## config.mk

```make
export PLATFORM = sky130hd
export DESIGN_NAME = valid_region_diagonal_corners
export DESIGN_NICKNAME = d
export VERILOG_FILES = /design/src/design/vrdc_pkg.sv /design/src/design/vrdc_tracker.sv /design/src/design/valid_region_diagonal_corners.sv
export SDC_FILE = /design/constraint.sdc
export NUM_CORES = 1
export LEC_CHECK = 0
export ABC_AREA = 1
export BUFFER_PORTS_ARGS = -buffer_cell sky130_fd_sc_hd__clkbuf_2
export CAP_MARGIN = 20
export CORE_UTILIZATION = 55
export CTS_BUF_LIST = sky130_fd_sc_hd__clkbuf_16
export DETAILED_ROUTE_END_ITERATION = 16
export MAX_ROUTING_LAYER = met4
export PLACE_DENSITY = 0.75
export REMOVE_ABC_BUFFERS = 1
export SYNTH_ARGS = -nofsm -noshare
export SYNTH_HDL_FRONTEND = slang
export SYNTH_SLANG_ARGS = --single-unit
```

## constraint.sdc

```tcl
create_clock -name aclk -period 17.35 [get_ports aclk]
set_clock_uncertainty 0.15 [all_clocks]
set_input_delay 0.8675 -clock aclk [delete_from_list [all_inputs] [get_ports aclk]]
set_output_delay 0.8675 -clock aclk [all_outputs]
set_load 0.1 [all_outputs]
```

## src/design/vrdc_pkg.sv

```systemverilog
// Shared types and constants for the valid-region diagonal corner tracker.
`timescale 1ns / 1ps

package vrdc_pkg;

    localparam int COORD_W = 12;   // pixel column / row
    localparam int SIZE_W  = 13;   // frame size register
    localparam int KEY_W   = 15;   // signed row+col or row-col, also holds cols+rows
    localparam int INDEX_W = 8;    // config register index

    localparam logic [SIZE_W-1:0] FRAME_SIZE_RESET = SIZE_W'(4096);

    typedef enum logic [INDEX_W-1:0] {
        CFG_FRAME_COLS = 8'd0,
        CFG_FRAME_ROWS = 8'd1
    } cfg_index_t;

    typedef struct packed {
        logic [COORD_W-1:0] row;
        logic [COORD_W-1:0] col;
    } pos_t;

    typedef logic signed [KEY_W-1:0] key_t;

endpackage

```

## src/design/vrdc_tracker.sv

```systemverilog
// One running extreme (min or max of a diagonal key) with its pixel position.
`timescale 1ns / 1ps

module vrdc_tracker (
    input  logic          aclk,
    input  logic          seek_max,     // 1: strict greater wins, 0: strict less wins
    input  logic          load,         // reload from frame defaults (wins over sample)
    input  vrdc_pkg::key_t load_key,
    input  vrdc_pkg::pos_t load_pos,
    input  logic          sample_en,
    input  vrdc_pkg::key_t sample_key,
    input  vrdc_pkg::pos_t sample_pos,
    output vrdc_pkg::pos_t pos_next     // position after this sample, before reload
);
    import vrdc_pkg::*;

    key_t key_reg;
    pos_t pos_reg;
    key_t key_next;
    logic better;

    always_comb begin
        if (seek_max) begin
            better = sample_key > key_reg;
        end else begin
            better = sample_key < key_reg;
        end
        key_next = key_reg;
        pos_next = pos_reg;
        if (sample_en && better) begin
            key_next = sample_key;
            pos_next = sample_pos;
        end
    end

    always_ff @(posedge aclk) begin
        if (load) begin
            key_reg <= load_key;
            pos_reg <= load_pos;
        end else begin
            key_reg <= key_next;
            pos_reg <= pos_next;
        end
    end

endmodule

```

## src/design/valid_region_diagonal_corners.sv

```systemverilog
// Top level of the valid-region diagonal corner tracker.
`timescale 1ns / 1ps

// Takes one pixel request per clock (column and row in s_tdata, valid flag in
// s_tuser, end of frame in s_tlast) and keeps four running corner extremes:
// least and greatest row+col, least and greatest row-col; ties keep the
// earliest pixel. Every pixel is done in the cycle it is accepted, so the
// block sustains one pixel per clock; the only stall is when a finished
// corner result still sits unread in the output register and another pixel
// arrives. On the last pixel of a frame the four corners (after that pixel)
// go to the output register in the next cycle and the trackers reload to the
// frame corners. Any config write, whatever its index, restarts the frame;
// sizes are clamped to 1..min(MAX_DIM, 8191). The config port is always ready.
module valid_region_diagonal_corners #(
    parameter int MAX_DIM = 4096
) (
    input  logic                        aclk,
    input  logic                        aresetn,
    // pixel stream
    input  logic                        s_tvalid,
    output logic                        s_tready,
    input  logic [23:0]                 s_tdata,   // pixel_col[11:0], pixel_row[23:12]
    input  logic [0:0]                  s_tuser,   // pixel_valid[0]
    input  logic                        s_tlast,   // frame_last
    // corner results
    output logic                        m_tvalid,
    input  logic                        m_tready,
    // lower_left_col[11:0], lower_left_row[23:12], lower_right_col[35:24],
    // lower_right_row[47:36], upper_left_col[59:48], upper_left_row[71:60],
    // upper_right_col[83:72], upper_right_row[95:84]
    output logic [95:0]                 m_tdata,
    // register writes
    input  logic                        cfg_valid,
    output logic                        cfg_ready,
    input  logic [vrdc_pkg::INDEX_W-1:0] cfg_index,
    input  logic [vrdc_pkg::SIZE_W-1:0] cfg_data
);
    import vrdc_pkg::*;

    localparam int SIZE_MAX = (1 << SIZE_W) - 1;
    localparam logic [SIZE_W-1:0] SIZE_CAP =
        SIZE_W'((MAX_DIM > SIZE_MAX) ? SIZE_MAX : MAX_DIM);

    logic [SIZE_W-1:0] frame_cols_reg, frame_cols_next;
    logic [SIZE_W-1:0] frame_rows_reg, frame_rows_next;
    logic              m_tvalid_reg;
    logic [95:0]       m_tdata_reg;

    logic              in_fire, cfg_fire, reload;
    logic [SIZE_W-1:0] cols_c, rows_c;
    logic [COORD_W-1:0] col_max, row_max;
    key_t              size_sum, pix_sum, pix_diff;
    pos_t              pix_pos;
    pos_t              ll_pos, lr_pos, ul_pos, ur_pos;
    pos_t              ll_load, lr_load, ul_load, ur_load;

    assign cfg_ready = 1'b1;
    assign cfg_fire  = cfg_valid && cfg_ready;
    assign s_tready  = !m_tvalid_reg || m_tready;
    assign in_fire   = s_tvalid && s_tready;
    assign m_tvalid  = m_tvalid_reg;
    assign m_tdata   = m_tdata_reg;

    // frame size registers; reset value flows through _next so trackers load it too
    always_comb begin
        frame_cols_next = frame_cols_reg;
        frame_rows_next = frame_rows_reg;
        if (!aresetn) begin
            frame_cols_next = FRAME_SIZE_RESET;
            frame_rows_next = FRAME_SIZE_RESET;
        end else if (cfg_fire) begin
            unique case (cfg_index)
                CFG_FRAME_COLS: frame_cols_next = cfg_data;
                CFG_FRAME_ROWS: frame_rows_next = cfg_data;
                default: ;
            endcase
        end
    end

    always_ff @(posedge aclk) begin
        frame_cols_reg <= frame_cols_next;
        frame_rows_reg <= frame_rows_next;
    end

    // frame defaults
    always_comb begin
        if (frame_cols_next == '0) begin
            cols_c = SIZE_W'(1);
        end else if (frame_cols_next > SIZE_CAP) begin
            cols_c = SIZE_CAP;
        end else begin
            cols_c = frame_cols_next;
        end
        if (frame_rows_next == '0) begin
            rows_c = SIZE_W'(1);
        end else if (frame_rows_next > SIZE_CAP) begin
            rows_c = SIZE_CAP;
        end else begin
            rows_c = frame_rows_next;
        end
    end

    assign col_max  = COORD_W'(cols_c - SIZE_W'(1));
    assign row_max  = COORD_W'(rows_c - SIZE_W'(1));
    assign size_sum = key_t'({2'b00, cols_c} + {2'b00, rows_c});

    assign ll_load = '{row: '0,      col: '0};
    assign lr_load = '{row: '0,      col: col_max};
    assign ul_load = '{row: row_max, col: '0};
    assign ur_load = '{row: row_max, col: col_max};

    assign reload = !aresetn || cfg_fire || (in_fire && s_tlast);

    // pixel keys
    assign pix_pos.col = s_tdata[COORD_W-1:0];
    assign pix_pos.row = s_tdata[2*COORD_W-1:COORD_W];
    assign pix_sum  = key_t'({3'b000, pix_pos.row} + {3'b000, pix_pos.col});
    assign pix_diff = key_t'({3'b000, pix_pos.row} - {3'b000, pix_pos.col});

    vrdc_tracker u_lower_left (
        .aclk(aclk), .seek_max(1'b0), .load(reload),
        .load_key(size_sum), .load_pos(ll_load),
        .sample_en(in_fire && s_tuser[0]), .sample_key(pix_sum), .sample_pos(pix_pos),
        .pos_next(ll_pos)
    );

    vrdc_tracker u_lower_right (
        .aclk(aclk), .seek_max(1'b0), .load(reload),
        .load_key(size_sum), .load_pos(lr_load),
        .sample_en(in_fire && s_tuser[0]), .sample_key(pix_diff), .sample_pos(pix_pos),
        .pos_next(lr_pos)
    );

    vrdc_tracker u_upper_left (
        .aclk(aclk), .seek_max(1'b1), .load(reload),
        .load_key('0), .load_pos(ul_load),
        .sample_en(in_fire && s_tuser[0]), .sample_key(pix_diff), .sample_pos(pix_pos),
        .pos_next(ul_pos)
    );

    vrdc_tracker u_upper_right (
        .aclk(aclk), .seek_max(1'b1), .load(reload),
        .load_key('0), .load_pos(ur_load),
        .sample_en(in_fire && s_tuser[0]), .sample_key(pix_sum), .sample_pos(pix_pos),
        .pos_next(ur_pos)
    );

    // result register
    always_ff @(posedge aclk) begin
        if (!aresetn) begin
            m_tvalid_reg <= 1'b0;
        end else if (in_fire && s_tlast) begin
            m_tvalid_reg <= 1'b1;
        end else if (m_tready) begin
            m_tvalid_reg <= 1'b0;
        end
    end

    always_ff @(posedge aclk) begin
        if (in_fire && s_tlast) begin
            m_tdata_reg <= {ur_pos, ul_pos, lr_pos, ll_pos};
        end
    end

endmodule

```

==> key figures, run 1 <==
Outcome
  – Status: completed

Worst setup path
  – Top Family by Delay on Critical Path: compound AO/OA/AOI/OAI gates
  – WP data arrival: 5.37 ns
  – Crit Path Category: input pin to register
  – Largest stage delay, worst path: 0.48 ns
  – Worst R2R Path Depth: 24
  – Critical path cell sequence: clkbuf_2 > inv_1 > ha_1 > inv_1 > fa_1 > nand3_1 > nand2_1 > nand2_1 > o211ai_1 > a21oi_1 > o21bai_1 > a21o_1 > a21oi_1 > ha_1 > a21oi_1 > o21ai_0 > a21oi_1 > nand2_1 > or2_1 > nand3b_1 > buf_4 > nand2_1 > o21ai_0 > inv_1
  – Worst path depth: 24
  – Critical path peak fanout: 36
  – Slowest stage cell, crit path: a21oi_1
  – Critical Path Start Type: input pin
  – Worst Path Buf+Inv: 5
  – Worst EP required: 17.52 ns
  – Crit. End Element: register

Die
  – Core area: roughly 25,000 um2
  – Die area: 26,400 um2
  – Die width: 162 um
  – I/O pins: 151
  – Core Rows: 58
  – Starting Density: 56.2%
  – Die height: 162 um

STA
  – RSZ-0062 raised after global routing: no
  – Max Fclk: 0.192 GHz
  – Worst slew pin tran: roughly 1.1 ns
  – Final setup fails: 0
  – Final worst path period share: 30.0%
  – Setup TNS: 0 ns
  – Tmin final: between 5 and 6 ns
  – Max_slew headroom: 28.6%
  – Final slew viol count: 0
  – Final hold vios: 0

Power and ir drop
  – Share of power burned in registers: around two fifths
  – Comb pwr share: about a fifth
  – Sw power: about 560 uW
  – Clock network fraction of total power: 37.2%
  – Leak Pwr: 0.00799 uW
  – Internal power: 1190 uW
  – Peak supply drop: 0.0794 mV
  – PwrDens: between 100 and 150 nW/um2
  – Net switching fraction of the power: 32.1%
  – Tot Pwr: 1750 uW

Synthesis
  – Sequential element share of the synthesized area: 47.6%
  – FF+latch count, synth: 274
  – Synthesis Warnings: 0
  – Post-synth top flop: dfxtp_1
  – Syn Inst Count: around 1.7k
  – Yosys cell types: 50
  – Post-synth EDFFs: between 100 and 150
  – Synth Cell Area: roughly 14,000 um2
  – Post-synth ARST share: 0%
  – Mean Syn Cell Area: 8.41 um2

Final layout
  – Share of cells above drive strength 1: 16.8%
  – Fin nets: 1,957
  – Diode count: 0
  – Area growth from synthesis to layout: 14.1%
  – Fin util: 64.1%
  – Max FFs per register: 96

Global routing
  – Via count of the first global-routing pass: 11.0k
  – Tot GR Track Use: between 20% and 30%
  – First-pass GRT wire length: between 50 and 60 mm
  – Most used routing layer: met2
  – Global Route met3 Usage: under 10%
  – Initial antenna violation count: 1
  – Largest net degree at the start of global routing: between 80 and 90
  – Grt ovf: 0
  – Met1 usage in global routing: 34.0%
  – Met2 Track Usage GR: 46.8%

CTS
  – CTS sink count: ~270
  – Clock Latency Late Sink: 0.58 ns
  – Clock Pin Slew Worst Setup and Hold Paths: 0.07 ns
  – Clock root cell: clkbuf_16
  – Setup Buffers After CTS: 0
  – Total CTS buffers: 30
  – H-tree depth: 1
  – Post-CTS Resized: 0
  – CTS tree: yes
  – Cts hold-fix bufs: 0
  – Clock tree buffer depth: 3

Detailed routing
  – Initial DRT Pass Iterations: 6
  – Vias per cell: 5.30
  – DRC Markers: 0
  – DRT iter0 DRCs: 912
  – DR WL/cell: 16.1 um
  – DRT antenna net count: 0
  – Vias: 11.5k
  – Routed wire length: approximately 35 mm

Run
  – Max Cap Viol: 0

Placement
  – Count of input and output buffers: 149
  – DPL Wire Length: 24.8 mm
  – Placer Congestion: 0.915

Hold path
  – Hold WC Path Type: register to register
  – Hold Path Depth: 2
-- final timing paths --
path | from | to | slack [ns]
max | s_tdata[12] | m_tdata[41]$_DFFE_PP_ | 12.15
min | u_upper_left.key_reg[8]$_SDFFE_PN0P_ | u_upper_left.key_reg[8]$_SDFFE_PN0P_ | 0.31
max reg2reg | frame_rows_reg[8]$_DFF_P_ | u_lower_left.key_reg[12]$_DFFE_PP_ | 13.37
min reg2reg | u_upper_left.key_reg[8]$_SDFFE_PN0P_ | u_upper_left.key_reg[8]$_SDFFE_PN0P_ | 0.31
-- worst register-to-register path, delay by kind of cell, from the launching register on --
kind | cells | cell delay [ns]
buffers and inverters | 5 | 0.46
AOI/OAI and AO/OA | 6 | 0.71
and+or+nand+nor | 11 | 1.46
adders and majority gates | 2 | 0.61
DFF | 1 | 0.30
-- cell usage after synthesis (17+ instances only) --
master    count  area (um2)
or2_2        25         156
nand3_1      68         340
clkbuf_1     42         158
o21ai_0     137         686
dfxtp_1     149        2980
a21oi_1      90         450
nand2_1     368        1380
edfxtp_1    125        3750
inv_1       291        1090
ha_1         91        1140
nor2_1       91         342
xor2_1       23         201
nand3_2      17         170
-- power groups by stage --
stage / Sequential [uW] / Combinational (uW) / Clock, uW
after floorplan: 841 / 173 / 0
after global placement: 742 / 353 / 0
after detailed placement: 744 / 362 / 0
after CTS: 730 / 368 / 660
after global routing: 732 / 403 / 685
final: 730 / 370 / 652
-- cells by family after synthesis --
family / Yosys count / synth area share, %
buffers and inverters: 364 / 10.1
other: 1 / 0.0265
AOI/OAI and AO/OA: 298 / 11.8
and+or+nand+nor: 622 / 20.0
adders and majority gates: 94 / 8.47
DFF: 274 / 47.6
xor gates and xnor gates: 30 / 1.86
-- layout make-up --
class | instances | area, um2
clock inverters | 26 | 274
clock buffers | 30 | 751
multi-input cells | 1045 | 6010
fillers | 2153 | 9050
well taps | 330 | 413
inverters | 304 | 1150
flip-flops and latches | 274 | 6740
repair buffers | 156 | 798
-- metrics by stage --
step / instance area [um2] / hold WS (ns) / worst slack (ns) / cells
3_5_place_dp: 15100 / 0.305 / 11.71 / 2109
2_1_floorplan: 13900 / 0.288 / 6.83 / 1623
4_1_cts: 16100 / 0.315 / 12.27 / 2165
5_1_grt: 16100 / 0.327 / 11.83 / 2165
3_3_place_gp: 15100 / 0.296 / 11.88 / 2109
6_report: 16100 / 0.311 / 12.15 / 2165
-- layer usage --
metal	routed length [um]	up-vias
met5	0	-
met4	1310	0
met3	1790	88
met2	16900	367
met1	15000	5354
li1	-	5671
-- cell usage in the layout, fill, tap and decap left out, types with 4 or more instances in the layout --
cell | synthesis | layout
ha_1 | 91 | 91
edfxtp_1 | 125 | 125
nor3_1 | 10 | 10
o21bai_1 | 8 | 8
buf_4 | 2 | 7
dfxtp_1 | 149 | 149
nand3_2 | 17 | 17
a21oi_1 | 90 | 90
nor2_1 | 91 | 90
o211ai_1 | 15 | 15
o21ai_0 | 137 | 136
nor2_2 | 8 | 8
clkbuf_2 | 0 | 149
o31ai_1 | 4 | 4
clkbuf_16 | 0 | 30
nand3_4 | 4 | 5
nand4_1 | 5 | 5
nand2_2 | 6 | 7
or2_2 | 25 | 25
o21ai_2 | 8 | 8
nand3_1 | 68 | 67
inv_1 | 291 | 292
clkinv_1 | 0 | 4
nand2_1 | 368 | 367
inv_2 | 10 | 11
xor2_1 | 23 | 23
clkinvlp_4 | 0 | 4
bufinv_16 | 0 | 4
a31oi_1 | 4 | 4
clkinv_2 | 1 | 7
o21ai_1 | 6 | 6
o21a_1 | 15 | 15
xnor2_1 | 7 | 7
nor2_4 | 10 | 11
(Power assumes the default switching activity.)
==> inputs of run 2 (changes only) <==
--- a/config.mk
+++ b/config.mk
@@ -5,14 +5,14 @@
 export SDC_FILE = /design/constraint.sdc
 export NUM_CORES = 1
 export LEC_CHECK = 0
-export ABC_AREA = 1
+export ABC_AREA = 0
 export BUFFER_PORTS_ARGS = -buffer_cell sky130_fd_sc_hd__clkbuf_2
 export CAP_MARGIN = 20
-export CORE_UTILIZATION = 55
+export CORE_UTILIZATION = 54
 export CTS_BUF_LIST = sky130_fd_sc_hd__clkbuf_16
 export DETAILED_ROUTE_END_ITERATION = 16
 export MAX_ROUTING_LAYER = met4
-export PLACE_DENSITY = 0.75
+export PLACE_DENSITY = 0.77
 export REMOVE_ABC_BUFFERS = 1
 export SYNTH_ARGS = -nofsm -noshare
 export SYNTH_HDL_FRONTEND = slang
==> constraint.sdc (replaced) <==
create_clock -name aclk -period 4.2 [get_ports aclk]
set_clock_uncertainty 0.15 [all_clocks]
set_input_delay 0.21 -clock aclk [delete_from_list [all_inputs] [get_ports aclk]]
set_output_delay 0.21 -clock aclk [all_outputs]
set_load 0.1 [all_outputs]
==> key figures, run 2 <==
Placement
  – DPL Wire Length: 28.6 mm (was 24.8 mm)
  – Placer Congestion: 0.977 (was 0.915)
  – Pre-CTS setup slack: -0.488 ns (was 11.71 ns)
  – Count of input and output buffers: 149 (unchanged)

CTS
  – CTS tree: yes (unchanged)
  – Clock root cell: clkbuf_16 (unchanged)
  – Total CTS buffers: 29 (was 30)
  – Clock tree buffer depth: 3 (unchanged)
  – Clock Latency Late Sink: 0.56 ns (was 0.58 ns)
  – CTS sink count: 274 (unchanged)
  – H-tree depth: 1 (unchanged)
  – Clock Pin Slew Worst Setup and Hold Paths: 0.06 ns (was 0.07 ns)

Power and ir drop
  – Share of power burned in registers: 40.4% (was 41.7%)
  – Comb pwr share: 22.7% (was 21.1%)
  – Net switching fraction of the power: 29.7% (was 32.1%)
  – Sw power: 2180 uW (was 563 uW)
  – PwrDens: 406 nW/um2 (was 109 nW/um2)
  – Internal power: 5160 uW (was 1190 uW)
  – Leak Pwr: 0.00765 uW (was 0.00799 uW)
  – Clock network fraction of total power: 36.9% (was 37.2%)
  – Peak supply drop: 0.401 mV (was 0.0794 mV)

Worst setup path
  – WP data arrival: 4.29 ns (was 5.37 ns)
  – Critical path peak fanout: 7 (was 36)
  – Crit. End Element: register (unchanged)
  – Crit Path Category: input pin to register (unchanged)
  – Reg2Reg Setup Slack: 0.16 ns (was 13.37 ns)
  – Critical Path Start Type: input pin (unchanged)
  – Worst EP required: 4.45 ns (was 17.52 ns)

STA
  – Worst slew pin tran: 1.05 ns (was 1.07 ns)
  – Final setup fails: 0 (unchanged)
  – RSZ-0062 raised after global routing: yes (was no)
  – Max Fclk: approximately 0.25 GHz
  – Final hold vios: 0 (unchanged)
  – Final worst path period share: a little over nine tenths
  – Final slew viol count: 0 (unchanged)
  – Final worst-path setup slack: 0.154 ns (was 12.15 ns)
  – Max_slew headroom: 30.2% (was 28.6%)
  – Tmin final: 4.05 ns

Global routing
  – Via count of the first global-routing pass: 11.4k (was 11.0k)
  – Tot GR Track Use: 30.7% (was 27.7%)
  – Initial antenna violation count: 0 (was 1)
  – Largest net degree at the start of global routing: 65 (was 84)
  – First-pass GRT wire length: 61.5 mm (was 55.8 mm)
  – Grt ovf: 0 (unchanged)

Synthesis
  – Synth Area in Compound Gates: 11.4% (was 11.8%)
  – Post-synth EDFFs: 125 (unchanged)
  – Yosys top cell by area: edfxtp_1 (unchanged)
  – Yosys cell types: 90 (was 50)
  – Count leader, synth: dfxtp_1 (was nand2_1)
  – Sequential element share of the synthesized area: 47.4% (was 47.6%)
  – Post-synth top flop: dfxtp_1 (unchanged)
  – Synth area leaders: edfxtp_1 26%, dfxtp_1 21%, ha_1 8.0% (was edfxtp_1 27%, dfxtp_1 21%, nand2_1 9.8%)
  – Mux share of post-synthesis cell area: 11.8% (was 0%)
  – Largest family of logic cells by synthesized area: simple AND/OR/NAND/NOR gates (unchanged)
  – FF+latch count, synth: 274 (unchanged)
  – Mean Syn Cell Area: 10.4 um2 (was 8.41 um2)
  – Area share of the largest cell type after synthesis: 26.4% (was 26.5%)
  – Synth Cell Area: 14,200 um2 (was 14,100 um2)
  – Post-synthesis simple-gate area fraction: 14.5% (was 20.0%)
  – Synthesis Warnings: 0 (unchanged)
  – Adder-Cell Fraction of Synth Area: 8.44% (was 8.47%)
  – Post-synth ARST share: 0% (unchanged)
  – Xor and xnor area share after synthesis: 2.03% (was 1.86%)
  – Syn Inst Count: 1,364 (was 1,683)
  – Synth top cells by count: 149 x dfxtp_1, 143 x nand2_1, 125 x edfxtp_1 (was 368 x nand2_1, 291 x inv_1, 149 x dfxtp_1)

Final layout
  – Most common cell after layout, fill and taps aside: dfxtp_1 (was nand2_1)
  – Commonest non-fill, non-tap cells in the layout: 148 x dfxtp_1, 147 x clkbuf_2, 143 x nand2_1 (was 367 x nand2_1, 292 x inv_1, 149 x dfxtp_1, 149 x clkbuf_2, 136 x o21ai_0)
  – Fin nets: 1,820 (was 1,957)
  – Share of cells above drive strength 1: 30.6% (was 16.8%)
  – Fin util: 70.9% (was 64.1%)
  – Max FFs per register: 96 (unchanged)
  – Diode count: 0 (unchanged)
  – Area growth from synthesis to layout: 27.1% (was 14.1%)

Die
  – I/O pins: 151 (unchanged)
  – Core area: 25,500 um2 (was 25,200 um2)
  – Core Rows: 58 (unchanged)
  – Die width: 164 um (was 162 um)
  – Die area: 27,000 um2 (was 26,400 um2)
  – Starting Density: 55.8% (was 56.2%)
  – Die height: 164 um (was 162 um)

Run
  – Max Cap Viol: 0 (unchanged)

Detailed routing
  – DR WL/cell: 19.9 um (was 16.1 um)
  – Routed wire length: 40.4 mm (was 34.9 mm)
  – Vias: 11.5k (about the same)
  – DRT antenna net count: 0 (unchanged)
  – DRT iter0 DRCs: 882 (was 912)
  – Initial DRT Pass Iterations: 5 (was 6)
  – DRC Markers: 0 (unchanged)
  – Vias per cell: 5.68 (was 5.30)

Hold path
  – Hold WC Path Type: input pin to register (was register to register)

Outcome
  – Status: completed (unchanged)
## run 2: changes by cell type in the layout (fill, tap and decap cells not counted), sizes merged, moves of 70 or more
cell	delta
nand2	-234
inv	-194
buf	+145
o21ai	-116
mux2	+102
nand3	-70
## run 2: path summary, 6_finish.rpt
path | start | endpoint | cells after the start
worst max-delay path | s_tdata[18] | u_upper_right.pos_reg[22]$_DFF_P_ | 19
worst min-delay path | s_tdata[14] | m_tdata[62]$_DFFE_PP_ | 4
worst max register to register | frame_cols_reg[6]$_DFF_P_ | u_lower_right.key_reg[11]$_DFFE_PP_ | 13
worst min register to register | u_lower_left.pos_reg[7]$_SDFF_PN0_ | u_lower_left.pos_reg[7]$_SDFF_PN0_ | 2
## run 2: worst max-delay path, stage by stage
cell,delay (ns)
dlygate4sd3_1,0.54
clkbuf_2,0.20
ha_2,0.23
nor2b_1,0.13
o21bai_1,0.16
o41ai_2,0.09
buf_4,0.14
or2_2,0.29
xnor2_2,0.14
inv_1,0.08
buf_4,0.14
ha_1,0.29
and4_1,0.22
a221o_1,0.36
o2111ai_4,0.36
buf_12,0.19
mux2_2,0.34
nor2_1,0.11
a21oi_1,0.06
## run 2: power by group through the flow
stage	Combinational, uW	Sequential, uW	Clock [uW]
finish	1670	2960	2710
detailed placement	1550	3010	0
global route	1790	2970	2840
CTS	1590	2960	2730
floorplan	711	3320	0
global placement	1520	3010	0
## run 2: layer usage
metal | vias up | routed length (um) | GRT usage (%)
li1 | 5456 | - | -
met2 | 441 | 19400 | 51.0
met4 | 0 | 1650 | 12.5
met1 | 5534 | 16700 | 37.2
met3 | 91 | 2650 | 4.92
met5 | - | 0 | -
## run 2: kinds of logic after synthesis
family / Yosys count
other: 1
AO/OA/AOI/OAI: 227
AND/OR/NAND/NOR: 419
XOR/XNOR: 33
multiplexers: 154
adder cells (fa/ha/maj): 94
buffers and inverters: 162
flip-flops: 274
## run 2: repair_timing
item,4_1_cts,5_1_grt
hold buffers,36,0
gates cloned,0,2
gates resized for setup,1,42
pin swaps,0,15
setup endpoints to repair,4,216
hold endpoints to repair,84,0
setup buffers,0,1
## run 2: through the flow
stage	std cells	TNS, ns	hold WS (ns)	area [um2]	power, uW
6_report	2027	0	0.0249	18100	7330
2_1_floorplan	1306	-1010.96	0.202	14000	4040
3_3_place_gp	1935	-66.83	0.290	16400	4530
3_5_place_dp	1935	-83.44	0.296	16400	4560
5_1_grt	2027	-0.0260	0.0312	18100	7590
4_1_cts	2025	0	0.000794	17800	7280
## run 2: layout make-up
class,instances,area (um2)
fillers,1836,7420
multi-input cells,928,7090
flip-flops and latches,274,6740
repair buffers,337,2410
clock buffers,30,751
well taps,330,413
inverters,104,393
clock inverters,24,259
